===== src/design/dtq_pkg.sv =====
`timescale 1ns / 1ps
// ----------------------------------------------------------------------------
// dtq_pkg: shared types and constants
// Slot table sizing, request codes, beat structs and sequencer states for the
// deadline timer queue.
// ----------------------------------------------------------------------------
`default_nettype none

package dtq_pkg;

	localparam int SLOTS     = 16;
	localparam int SLOT_W    = $clog2(SLOTS);
	localparam int TIME_BITS = 48;
	localparam int IVL_W     = 32;

	typedef logic [TIME_BITS-1:0] tval_t;
	typedef logic [IVL_W-1:0]     ivl_t;
	typedef logic [SLOT_W-1:0]    sidx_t;

	localparam tval_t TMAX = '1;

	localparam logic [2:0] REQ_ADD     = 3'd0;
	localparam logic [2:0] REQ_CANCEL  = 3'd1;
	localparam logic [2:0] REQ_REFRESH = 3'd2;
	localparam logic [2:0] REQ_RESET   = 3'd3;
	localparam logic [2:0] REQ_EXPIRE  = 3'd4;
	localparam logic [2:0] REQ_QUERY   = 3'd5;

	typedef struct packed {
		logic [2:0]  req_type;
		logic [3:0]  timer_slot;
		logic [31:0] interval;
		logic        recurring;
		logic        count_now;
		logic [47:0] now;
	} dtq_req_t;

	typedef struct packed {
		logic [3:0]  result_slot;
		logic        ok;
		logic [47:0] delay;
		logic        front_hit;
		logic        last;
	} dtq_rsp_t;

	typedef struct packed {
		logic  act_we;
		logic  act_d;
		logic  dl_we;
		tval_t dl;
		logic  per_we;
		ivl_t  per;
		logic  rep;
	} slot_wr_t;

	typedef struct packed {
		logic  act;
		tval_t dl;
		ivl_t  per;
		logic  rep;
	} slot_rd_t;

	typedef enum logic [3:0] {
		ST_IDLE,
		ST_DECODE,
		ST_RSTADD,
		ST_FRONT,
		ST_QSCAN,
		ST_QEND,
		ST_ESCAN,
		ST_EEND,
		ST_OUT
	} dtq_state_t;

endpackage

`default_nettype wire


===== src/design/dtq_slot_table.sv =====
`timescale 1ns / 1ps
// ----------------------------------------------------------------------------
// dtq_slot_table: timer slot storage
// Active marks, deadlines, periods and repeat marks, one write and one read
// address per cycle. Active marks clear at reset.
// ----------------------------------------------------------------------------
`default_nettype none

module dtq_slot_table (
	input  wire logic             clk,
	input  wire logic             arst_n,
	input  wire dtq_pkg::sidx_t   rd_idx,
	output dtq_pkg::slot_rd_t     rd,
	output logic [dtq_pkg::SLOTS-1:0] active,
	input  wire dtq_pkg::sidx_t   wr_idx,
	input  wire dtq_pkg::slot_wr_t wr
);
	import dtq_pkg::*;

	logic [SLOTS-1:0] act_q;
	tval_t            dl_q  [SLOTS];
	ivl_t             per_q [SLOTS];
	logic             rep_q [SLOTS];

	always_ff @(posedge clk or negedge arst_n) begin
		if (!arst_n) begin
			act_q <= '0;
		end else if (wr.act_we) begin
			act_q[wr_idx] <= wr.act_d;
		end
	end

	always_ff @(posedge clk) begin
		if (wr.dl_we) begin
			dl_q[wr_idx] <= wr.dl;
		end
		if (wr.per_we) begin
			per_q[wr_idx] <= wr.per;
			rep_q[wr_idx] <= wr.rep;
		end
	end

	assign active = act_q;
	assign rd.act = act_q[rd_idx];
	assign rd.dl  = dl_q[rd_idx];
	assign rd.per = per_q[rd_idx];
	assign rd.rep = rep_q[rd_idx];

endmodule

`default_nettype wire


===== src/design/deadline_timer_queue.sv =====
`timescale 1ns / 1ps
// ----------------------------------------------------------------------------
// deadline_timer_queue: sixteen-slot software timer table
// Request channel (req_valid/req_ready/req) takes add, cancel, refresh,
// reset, expire and next-delay query beats; response channel
// (rsp_valid/rsp_ready/rsp) returns one beat per result, the final one
// flagged by last. One request is worked at a time; req_ready is high only
// while the sequencer is idle.
// Cancel, refresh and unknown requests pass through the decode and output
// states before rsp_valid rises. Add walks all sixteen slots once through
// the single deadline comparator to decide front_hit; reset first writes
// the new deadline in its own state, then makes the same walk. A query
// walks the slots once to find the earliest deadline. Expire walks the
// slots once per emitted timer. req_ready returns the cycle after the final
// beat is loaded.
// The response register is freed as soon as its beat is taken; while the
// receiver stalls, the sequencer holds its next result and waits.
// Reset marks every slot free and clears the front-notify flag; no clearing
// pass is needed.
// ----------------------------------------------------------------------------
`default_nettype none

module deadline_timer_queue (
	input  wire logic              clk,
	input  wire logic              arst_n,
	input  wire logic              req_valid,
	output logic                   req_ready,
	input  wire dtq_pkg::dtq_req_t req,
	output logic                   rsp_valid,
	input  wire logic              rsp_ready,
	output dtq_pkg::dtq_rsp_t      rsp
);
	import dtq_pkg::*;

	function automatic tval_t sat_add(input tval_t a, input ivl_t b);
		logic [TIME_BITS:0] sum;
		sum = {1'b0, a} + (TIME_BITS+1)'(b);
		return sum[TIME_BITS] ? TMAX : sum[TIME_BITS-1:0];
	endfunction

	dtq_state_t       state_q, state_d;
	dtq_req_t         req_q;
	sidx_t            idx_q, best_q, tgt_q;
	logic             best_vld_q, two_q, blocked_q, notified_q, more_q;
	tval_t            best_dl_q, tgt_dl_q, start_q;
	ivl_t             best_per_q;
	logic             best_rep_q;
	logic [SLOTS-1:0] picked_q;
	dtq_rsp_t         res_q, rsp_q;
	logic             rsp_valid_q;

	sidx_t            s_idx, rd_idx, wr_idx, free_idx;
	logic             s_ok, free_any, scan_last, out_load;
	logic             shortcut, blk_now, cand;
	slot_rd_t         rd;
	slot_wr_t         wr;
	logic [SLOTS-1:0] active;
	tval_t            now_t;

	dtq_slot_table u_table (
		.clk    (clk),
		.arst_n (arst_n),
		.rd_idx (rd_idx),
		.rd     (rd),
		.active (active),
		.wr_idx (wr_idx),
		.wr     (wr)
	);

	assign now_t     = req_q.now;
	assign s_idx     = SLOT_W'(req_q.timer_slot);
	assign s_ok      = 32'(req_q.timer_slot) < SLOTS;
	assign scan_last = (idx_q == SLOT_W'(SLOTS-1));
	assign rd_idx    = (state_q == ST_DECODE || state_q == ST_RSTADD) ? s_idx : idx_q;
	assign shortcut  = !req_q.count_now && (req_q.interval == rd.per);

	always_comb begin
		free_any = 1'b0;
		free_idx = '0;
		for (int i = SLOTS-1; i >= 0; i--) begin
			if (!active[i]) begin
				free_any = 1'b1;
				free_idx = SLOT_W'(i);
			end
		end
	end

	// Another active slot ahead of the target in deadline order.
	assign blk_now = rd.act && (idx_q != tgt_q) &&
		((rd.dl < tgt_dl_q) || ((rd.dl == tgt_dl_q) && (idx_q < tgt_q)));
	assign cand = rd.act && !picked_q[idx_q] && (rd.dl <= now_t);

	// Next state.
	always_comb begin
		state_d = state_q;
		unique case (state_q)
			ST_IDLE:   if (req_valid) state_d = ST_DECODE;
			ST_DECODE: begin
				unique case (req_q.req_type)
					REQ_ADD:    state_d = free_any ? ST_FRONT : ST_OUT;
					REQ_RESET:  state_d = (s_ok && !shortcut && rd.act) ?
						ST_RSTADD : ST_OUT;
					REQ_EXPIRE: state_d = ST_ESCAN;
					REQ_QUERY:  state_d = ST_QSCAN;
					default:    state_d = ST_OUT;
				endcase
			end
			ST_RSTADD: state_d = ST_FRONT;
			ST_FRONT:  if (scan_last) state_d = ST_OUT;
			ST_QSCAN:  if (scan_last) state_d = ST_QEND;
			ST_QEND:   state_d = ST_OUT;
			ST_ESCAN:  if (scan_last) state_d = ST_EEND;
			ST_EEND:   state_d = ST_OUT;
			ST_OUT:    if (out_load) state_d = more_q ? ST_ESCAN : ST_IDLE;
			default:   state_d = ST_IDLE;
		endcase
	end

	// Control outputs and table writes.
	always_comb begin
		req_ready = (state_q == ST_IDLE);
		out_load  = (state_q == ST_OUT) && (!rsp_valid_q || rsp_ready);
		wr        = '0;
		wr.per    = req_q.interval;
		wr.rep    = req_q.recurring;
		wr_idx    = s_idx;
		unique case (state_q)
			ST_DECODE: begin
				unique case (req_q.req_type)
					REQ_ADD: begin
						wr_idx    = free_idx;
						wr.act_we = free_any;
						wr.act_d  = 1'b1;
						wr.dl_we  = free_any;
						wr.dl     = sat_add(now_t, req_q.interval);
						wr.per_we = free_any;
					end
					REQ_CANCEL: begin
						wr.act_we = s_ok && rd.act;
						wr.act_d  = 1'b0;
					end
					REQ_REFRESH: begin
						wr.dl_we = s_ok && rd.act;
						wr.dl    = sat_add(now_t, rd.per);
					end
					default: ;
				endcase
			end
			ST_RSTADD: begin
				wr.dl_we  = 1'b1;
				wr.dl     = sat_add(start_q, req_q.interval);
				wr.per_we = 1'b1;
				wr.rep    = rd.rep;
			end
			ST_EEND: begin
				wr_idx    = best_q;
				wr.dl_we  = best_vld_q && best_rep_q;
				wr.dl     = sat_add(now_t, best_per_q);
				wr.act_we = best_vld_q && !best_rep_q;
				wr.act_d  = 1'b0;
			end
			default: ;
		endcase
	end

	always_ff @(posedge clk or negedge arst_n) begin
		if (!arst_n) begin
			state_q     <= ST_IDLE;
			rsp_valid_q <= 1'b0;
			notified_q  <= 1'b0;
		end else begin
			state_q <= state_d;
			if (rsp_valid_q && rsp_ready) begin
				rsp_valid_q <= 1'b0;
			end
			if (out_load) begin
				rsp_valid_q <= 1'b1;
			end
			if (state_q == ST_DECODE && req_q.req_type == REQ_QUERY) begin
				notified_q <= 1'b0;
			end
			if (state_q == ST_FRONT && scan_last && !(blocked_q || blk_now)) begin
				notified_q <= 1'b1;
			end
		end
	end

	always_ff @(posedge clk) begin
		if (out_load) begin
			rsp_q <= res_q;
		end
		unique case (state_q)
			ST_IDLE: begin
				req_q <= req;
			end
			ST_DECODE: begin
				res_q      <= '{result_slot: '0, ok: 1'b0, delay: '0,
					front_hit: 1'b0, last: 1'b1};
				more_q     <= 1'b0;
				idx_q      <= '0;
				best_vld_q <= 1'b0;
				two_q      <= 1'b0;
				blocked_q  <= 1'b0;
				picked_q   <= '0;
				tgt_q      <= s_idx;
				unique case (req_q.req_type)
					REQ_ADD: begin
						tgt_q             <= free_idx;
						tgt_dl_q          <= sat_add(now_t, req_q.interval);
						res_q.ok          <= free_any;
						res_q.result_slot <= free_any ? 4'(free_idx) : 4'd0;
					end
					REQ_CANCEL, REQ_REFRESH: begin
						res_q.ok <= s_ok && rd.act;
					end
					REQ_RESET: begin
						res_q.ok <= s_ok && shortcut;
						if (req_q.count_now) begin
							start_q <= now_t;
						end else if (rd.dl >= TIME_BITS'(rd.per)) begin
							start_q <= rd.dl - TIME_BITS'(rd.per);
						end else begin
							start_q <= '0;
						end
					end
					default: ;
				endcase
			end
			ST_RSTADD: begin
				tgt_dl_q <= sat_add(start_q, req_q.interval);
				res_q.ok <= 1'b1;
			end
			ST_FRONT: begin
				if (blk_now) begin
					blocked_q <= 1'b1;
				end
				idx_q <= idx_q + 1'b1;
				res_q.front_hit <= !(blocked_q || blk_now) && !notified_q;
			end
			ST_QSCAN: begin
				if (rd.act && (!best_vld_q || rd.dl < best_dl_q)) begin
					best_vld_q <= 1'b1;
					best_dl_q  <= rd.dl;
				end
				idx_q <= idx_q + 1'b1;
			end
			ST_QEND: begin
				res_q.ok <= 1'b1;
				if (!best_vld_q) begin
					res_q.delay <= '1;
				end else if (now_t >= best_dl_q) begin
					res_q.delay <= '0;
				end else begin
					res_q.delay <= 48'(best_dl_q - now_t);
				end
			end
			ST_ESCAN: begin
				if (cand) begin
					if (best_vld_q) begin
						two_q <= 1'b1;
					end
					if (!best_vld_q || rd.dl < best_dl_q) begin
						best_vld_q <= 1'b1;
						best_q     <= idx_q;
						best_dl_q  <= rd.dl;
						best_per_q <= rd.per;
						best_rep_q <= rd.rep;
					end
				end
				idx_q <= idx_q + 1'b1;
			end
			ST_EEND: begin
				res_q.result_slot <= best_vld_q ? 4'(best_q) : 4'd0;
				res_q.ok          <= best_vld_q;
				res_q.last        <= !(best_vld_q && two_q);
				more_q            <= best_vld_q && two_q;
				if (best_vld_q) begin
					picked_q[best_q] <= 1'b1;
				end
				idx_q      <= '0;
				best_vld_q <= 1'b0;
				two_q      <= 1'b0;
			end
			default: ;
		endcase
	end

	assign rsp_valid = rsp_valid_q;
	assign rsp       = rsp_q;

endmodule

`default_nettype wire

===== config.mk =====
export PLATFORM = sky130hd
export DESIGN_NAME = deadline_timer_queue
export DESIGN_NICKNAME = d
export VERILOG_FILES = /design/src/design/dtq_pkg.sv /design/src/design/dtq_slot_table.sv /design/src/design/deadline_timer_queue.sv
export SDC_FILE = /design/constraint.sdc
export NUM_CORES = 2
export LEC_CHECK = 0
export ABC_AREA = 1
export BUFFER_PORTS_ARGS = -buffer_cell sky130_fd_sc_hd__buf_2
export CORE_AREA = 2 2 394 396
export DETAILED_ROUTE_END_ITERATION = 8
export DIE_AREA = 0 0 396 398
export PLACE_DENSITY = 0.81
export SLEW_MARGIN = 20
export SYNTH_ARGS = -nofsm -noshare
export SYNTH_HDL_FRONTEND = slang
export SYNTH_SLANG_ARGS = --single-unit

===== constraint.sdc =====
create_clock -name clk -period 7 [get_ports clk]
set_clock_uncertainty 0.05 [all_clocks]
set_input_delay 1.4 -clock clk [delete_from_list [all_inputs] [get_ports clk]]
set_output_delay 1.4 -clock clk [all_outputs]
set_load 0.005 [all_outputs]

==> results.py <==
metrics = {
    "grt": {
        "grt_pass1_vias": 66740,
        "global_route.usage.met2_pct": 55.0,
        "number_of_antenna_violations_at_the_first_check_in_global_routing": 8,
        "groute.layer.met3.usage_pct": 8.69,
        "maximum_number_of_pins_on_one_net_before_global_route_repair": 124,
        "globalRoute.busiestLayer": "met2",
        "grt.met1_usage_pct": 50.3,
        "track_usage_pct": 36.8,
        "overflow": 0,
        "grt_first_pass_wirelength_um": 426000,
    },
    "floorplanning": {
        "initial_utilization_pct": 56.7,
        "core_um2": 153000,
        "dieHeight_um": 398,
        "rows": 144,
        "chipWidth_um": 396,
        "io_pins": 150,
        "fp.dieArea_um2": 158000,
    },
    "clocking": {
        "clockBufferDepth": 3,
        "cts_sinks": 1726,
        "cts.hold.buffers_added": 0,
        "cts-buffers-inserted": 170,
        "clock_insertion_delay_worst_skew_ps": 860,
        "cts.reportedPaths.clkPinSlew_ps": 70,
        "cts_root_buffer": "sky130_fd_sc_hd__clkbuf_16",
        "cts_tree": "yes",
        "htreeDepth": 4,
    },
    "synth": {
        "syn_area_per_cell_um2": 10.2,
        "yosys.area.top_type": "sky130_fd_sc_hd__edfxtp_1",
        "warning_count_from_the_yosys_run": 0,
        "syn_nets": 8967,
        "yosys.area.top_type_share_pct": 58.9,
        "synth-seq-cells": 1726,
        "synthDistinctLibCells": 63,
        "ys_dominant_reg_cell": "sky130_fd_sc_hd__edfxtp_1",
        "netlist_instances": 8509,
        "synth_most_common_cell": "sky130_fd_sc_hd__edfxtp_1",
        "synth-edff-count": 1704,
        "synth_area_leaders": "sky130_fd_sc_hd__edfxtp_1, sky130_fd_sc_hd__nand2_1, sky130_fd_sc_hd__ha_1, sky130_fd_sc_hd__nand3_1, sky130_fd_sc_hd__o21ai_0",
        "post_synth_instance_area_um2": 86900,
        "commonest_cells_in_the_netlist": "sky130_fd_sc_hd__edfxtp_1, sky130_fd_sc_hd__nand2_1, sky130_fd_sc_hd__nand3_1, sky130_fd_sc_hd__nor2_1, sky130_fd_sc_hd__inv_1",
        "synth_async_sr_flop_share_pct": 1.27,
        "synth_sequential_area_ratio_pct": 59.5,
    },
    "finish": {
        "areaGrowthSynthToFinish_pct": 11.4,
        "final_core_density_pct": 63.1,
        "final_nets": 9220,
        "layout.cells.non_filler": 10949,
        "drive_gt1_share_pct": 9.23,
        "multi_input_comb_area_um2": 31100,
        "design_area_um2": 96800,
        "fill_cells": 11849,
        "seq_area_um2": 51700,
    },
    "setup_path": {
        "crit_path_top_delay_cell": "sky130_fd_sc_hd__edfxtp_1",
        "path_cells": "inv_1 > o21ai_4 > buf_4 > nand3_1 > nand3_1 > nand3_1 > nand2_1 > inv_1 > ha_1 > a21oi_1 > nand2_1 > a21oi_1 > o21ai_0 > a21boi_0 > inv_1 > nand2_1 > nand2_1 > a21oi_1 > o21ai_0 > xor2_1 > o21ai_0 > o21ai_0 > nand2_1 > nand3_1",
        "timing_worst_setup_path_type": "flip-flop to flip-flop",
        "critical-path-max-stage-delay_ps": 760,
        "path_buf_inv": 4,
        "critPathLaunchType": "flip-flop",
        "cp.required_ps": 7320,
        "cp.arrival_ps": 6950,
        "crit_path_frequent_cell": "sky130_fd_sc_hd__nand2_1",
        "critical_path.top_delay_family": "compound AO/OA/AOI/OAI gates",
        "worst_setup_path_end_kind": "flip-flop",
        "worst-path-max-fanout": 23,
    },
    "worst_hold_path": {
        "min_path_type": "flip-flop to flip-flop",
    },
    "timing": {
        "setup_repair_after_global_routing_missed_its_margin": "false",
        "worst_pin_slew_ps": 1190,
        "worst_slew_margin_rel_pct": 20.5,
        "timing.fmax_mhz": 151,
        "final.setup.tns_ps": 0,
        "hold_viol_final": 0,
        "finalCriticalPeriod_ps": 6630,
        "setup-violations-final": 0,
        "finalCritPeriodShare_pct": 94.7,
        "timing_max_transition_violations_final": 0,
    },
    "place": {
        "portBuffers": 149,
        "gp_routability_congestion": 1.11,
        "placed_cells_incl_taps": 10625,
        "placement.cell_area_um2": 91200,
        "hpwl_um": 202000,
    },
    "status": {
        "outcome": "finished clean",
    },
    "route": {
        "num_vias": 70182,
        "drt_first_iter_violations": 10718,
        "drc": 0,
        "detail_route.wirelength_um": 296000,
        "first_pass_iters": 9,
        "route.detailed.vias_per_inst": 6.41,
        "drt.antenna.violating_nets": 0,
        "routed_wire_length_per_instance_um": 27.0,
    },
    "job": {
        "max_cap_viol_count": 0,
    },
}
## cell type report
| type | count | share of cell area, % |
|---|---|---|
| repair buffers | 423 | 3.37 |
| flip-flops and latches | 1726 | 53.4 |
| diodes | 3 | 0.00776 |
| multi-input cells | 5728 | 32.2 |
| inverters | 713 | 2.77 |
| clock inverters | 109 | 1.06 |
| clock buffers | 203 | 4.57 |
| well taps | 2044 | 2.64 |
## flip-flops by register name (all words and copies together) (netlist names), 32 cells and up
| signal | cells |
|---|---|
| best_dl_q | 48 |
| best_per_q | 32 |
| now_t | 48 |
| req_q | 37 |
| res_q | 55 |
| rsp | 55 |
| start_q | 48 |
| tgt_dl_q | 48 |
| u_table.dl_q | 768 |
| u_table.per_q | 512 |
## logic make-up after synthesis
logic type               after synthesis  synth area share [%]
AND/OR/NAND/NOR                     3511                  17.0
flip-flops                          1726                  59.5
AO/OA/AOI/OAI                       1668                  11.2
buffers and inverters               1058                  5.14
adder cells (fa/ha/maj)              365                  5.31
XOR/XNOR                             181                  1.82
## cells in the final DEF, fill, tap and decap left out, types with 10 or more instances in the layout
master	netlist	layout
sky130_fd_sc_hd__a21oi_1	494	494
sky130_fd_sc_hd__xnor2_1	80	80
sky130_fd_sc_hd__dfrtp_1	22	22
sky130_fd_sc_hd__o21ai_0	681	679
sky130_fd_sc_hd__nand4_1	41	41
sky130_fd_sc_hd__clkinv_1	3	46
sky130_fd_sc_hd__a211oi_1	15	15
sky130_fd_sc_hd__nand3b_1	12	12
sky130_fd_sc_hd__o21bai_1	10	10
sky130_fd_sc_hd__nand2_1	1648	1645
sky130_fd_sc_hd__o211ai_1	56	56
sky130_fd_sc_hd__nor4_1	17	16
sky130_fd_sc_hd__o22ai_1	53	53
sky130_fd_sc_hd__edfxtp_1	1704	1704
sky130_fd_sc_hd__or2_2	19	19
sky130_fd_sc_hd__nand2_2	10	12
sky130_fd_sc_hd__buf_2	132	149
sky130_fd_sc_hd__nor2_4	0	37
sky130_fd_sc_hd__o21a_1	34	34
sky130_fd_sc_hd__o22ai_2	35	35
sky130_fd_sc_hd__o221ai_1	126	126
sky130_fd_sc_hd__xor2_1	101	101
sky130_fd_sc_hd__clkbuf_1	140	31
sky130_fd_sc_hd__clkinv_2	0	28
sky130_fd_sc_hd__o21ai_1	46	46
sky130_fd_sc_hd__inv_1	697	695
sky130_fd_sc_hd__nor2_1	788	749
sky130_fd_sc_hd__inv_2	13	13
sky130_fd_sc_hd__clkbuf_16	0	173
sky130_fd_sc_hd__nor3_1	62	62
sky130_fd_sc_hd__a31oi_1	60	59
sky130_fd_sc_hd__buf_12	0	33
sky130_fd_sc_hd__nand3_1	883	883
sky130_fd_sc_hd__buf_4	24	237
sky130_fd_sc_hd__ha_1	359	359
## per-stage QoR
stage / setup WS [ps] / hold WS (ps)
detailed placement: 405 / 355
floorplan: 548 / 350
finish: 371 / 337
global route: 56.6 / 357
global placement: 483 / 350
CTS: 336 / 337
## layer usage
layer	share of wire [%]	vias up	routed length, um
met3	14	821	41800
met4	5.6	10	16700
met5	0.023	-	67
met2	43	5187	129000
met1	37	33427	109000
li1	-	30737	-
## final timing paths
| path | from | end | slack, ps | cells after the start |
|---|---|---|---|---|
| max in group asynchronous | arst_n | u_table.active[1] | 5920 | 1 |
| min in group asynchronous | arst_n | u_table.active[9] | 520 | 1 |
| max reg2reg | idx_q[1] | u_table.dl_q[6][28] | 370 | 24 |
| min | res_q[23] | rsp[23] | 340 | 0 |
| min reg2reg | res_q[23] | rsp[23] | 340 | 0 |
| max | idx_q[1] | u_table.dl_q[6][28] | 370 | 24 |
## repair_timing
action,CTS,global route
endpoints found under the setup margin,0,180
resized for setup,0,4
setup buffers,0,4
Power is left out: the tool's default activity adds up to more than one toggle a clock period on the data nets, which glitch-free logic cannot reach.
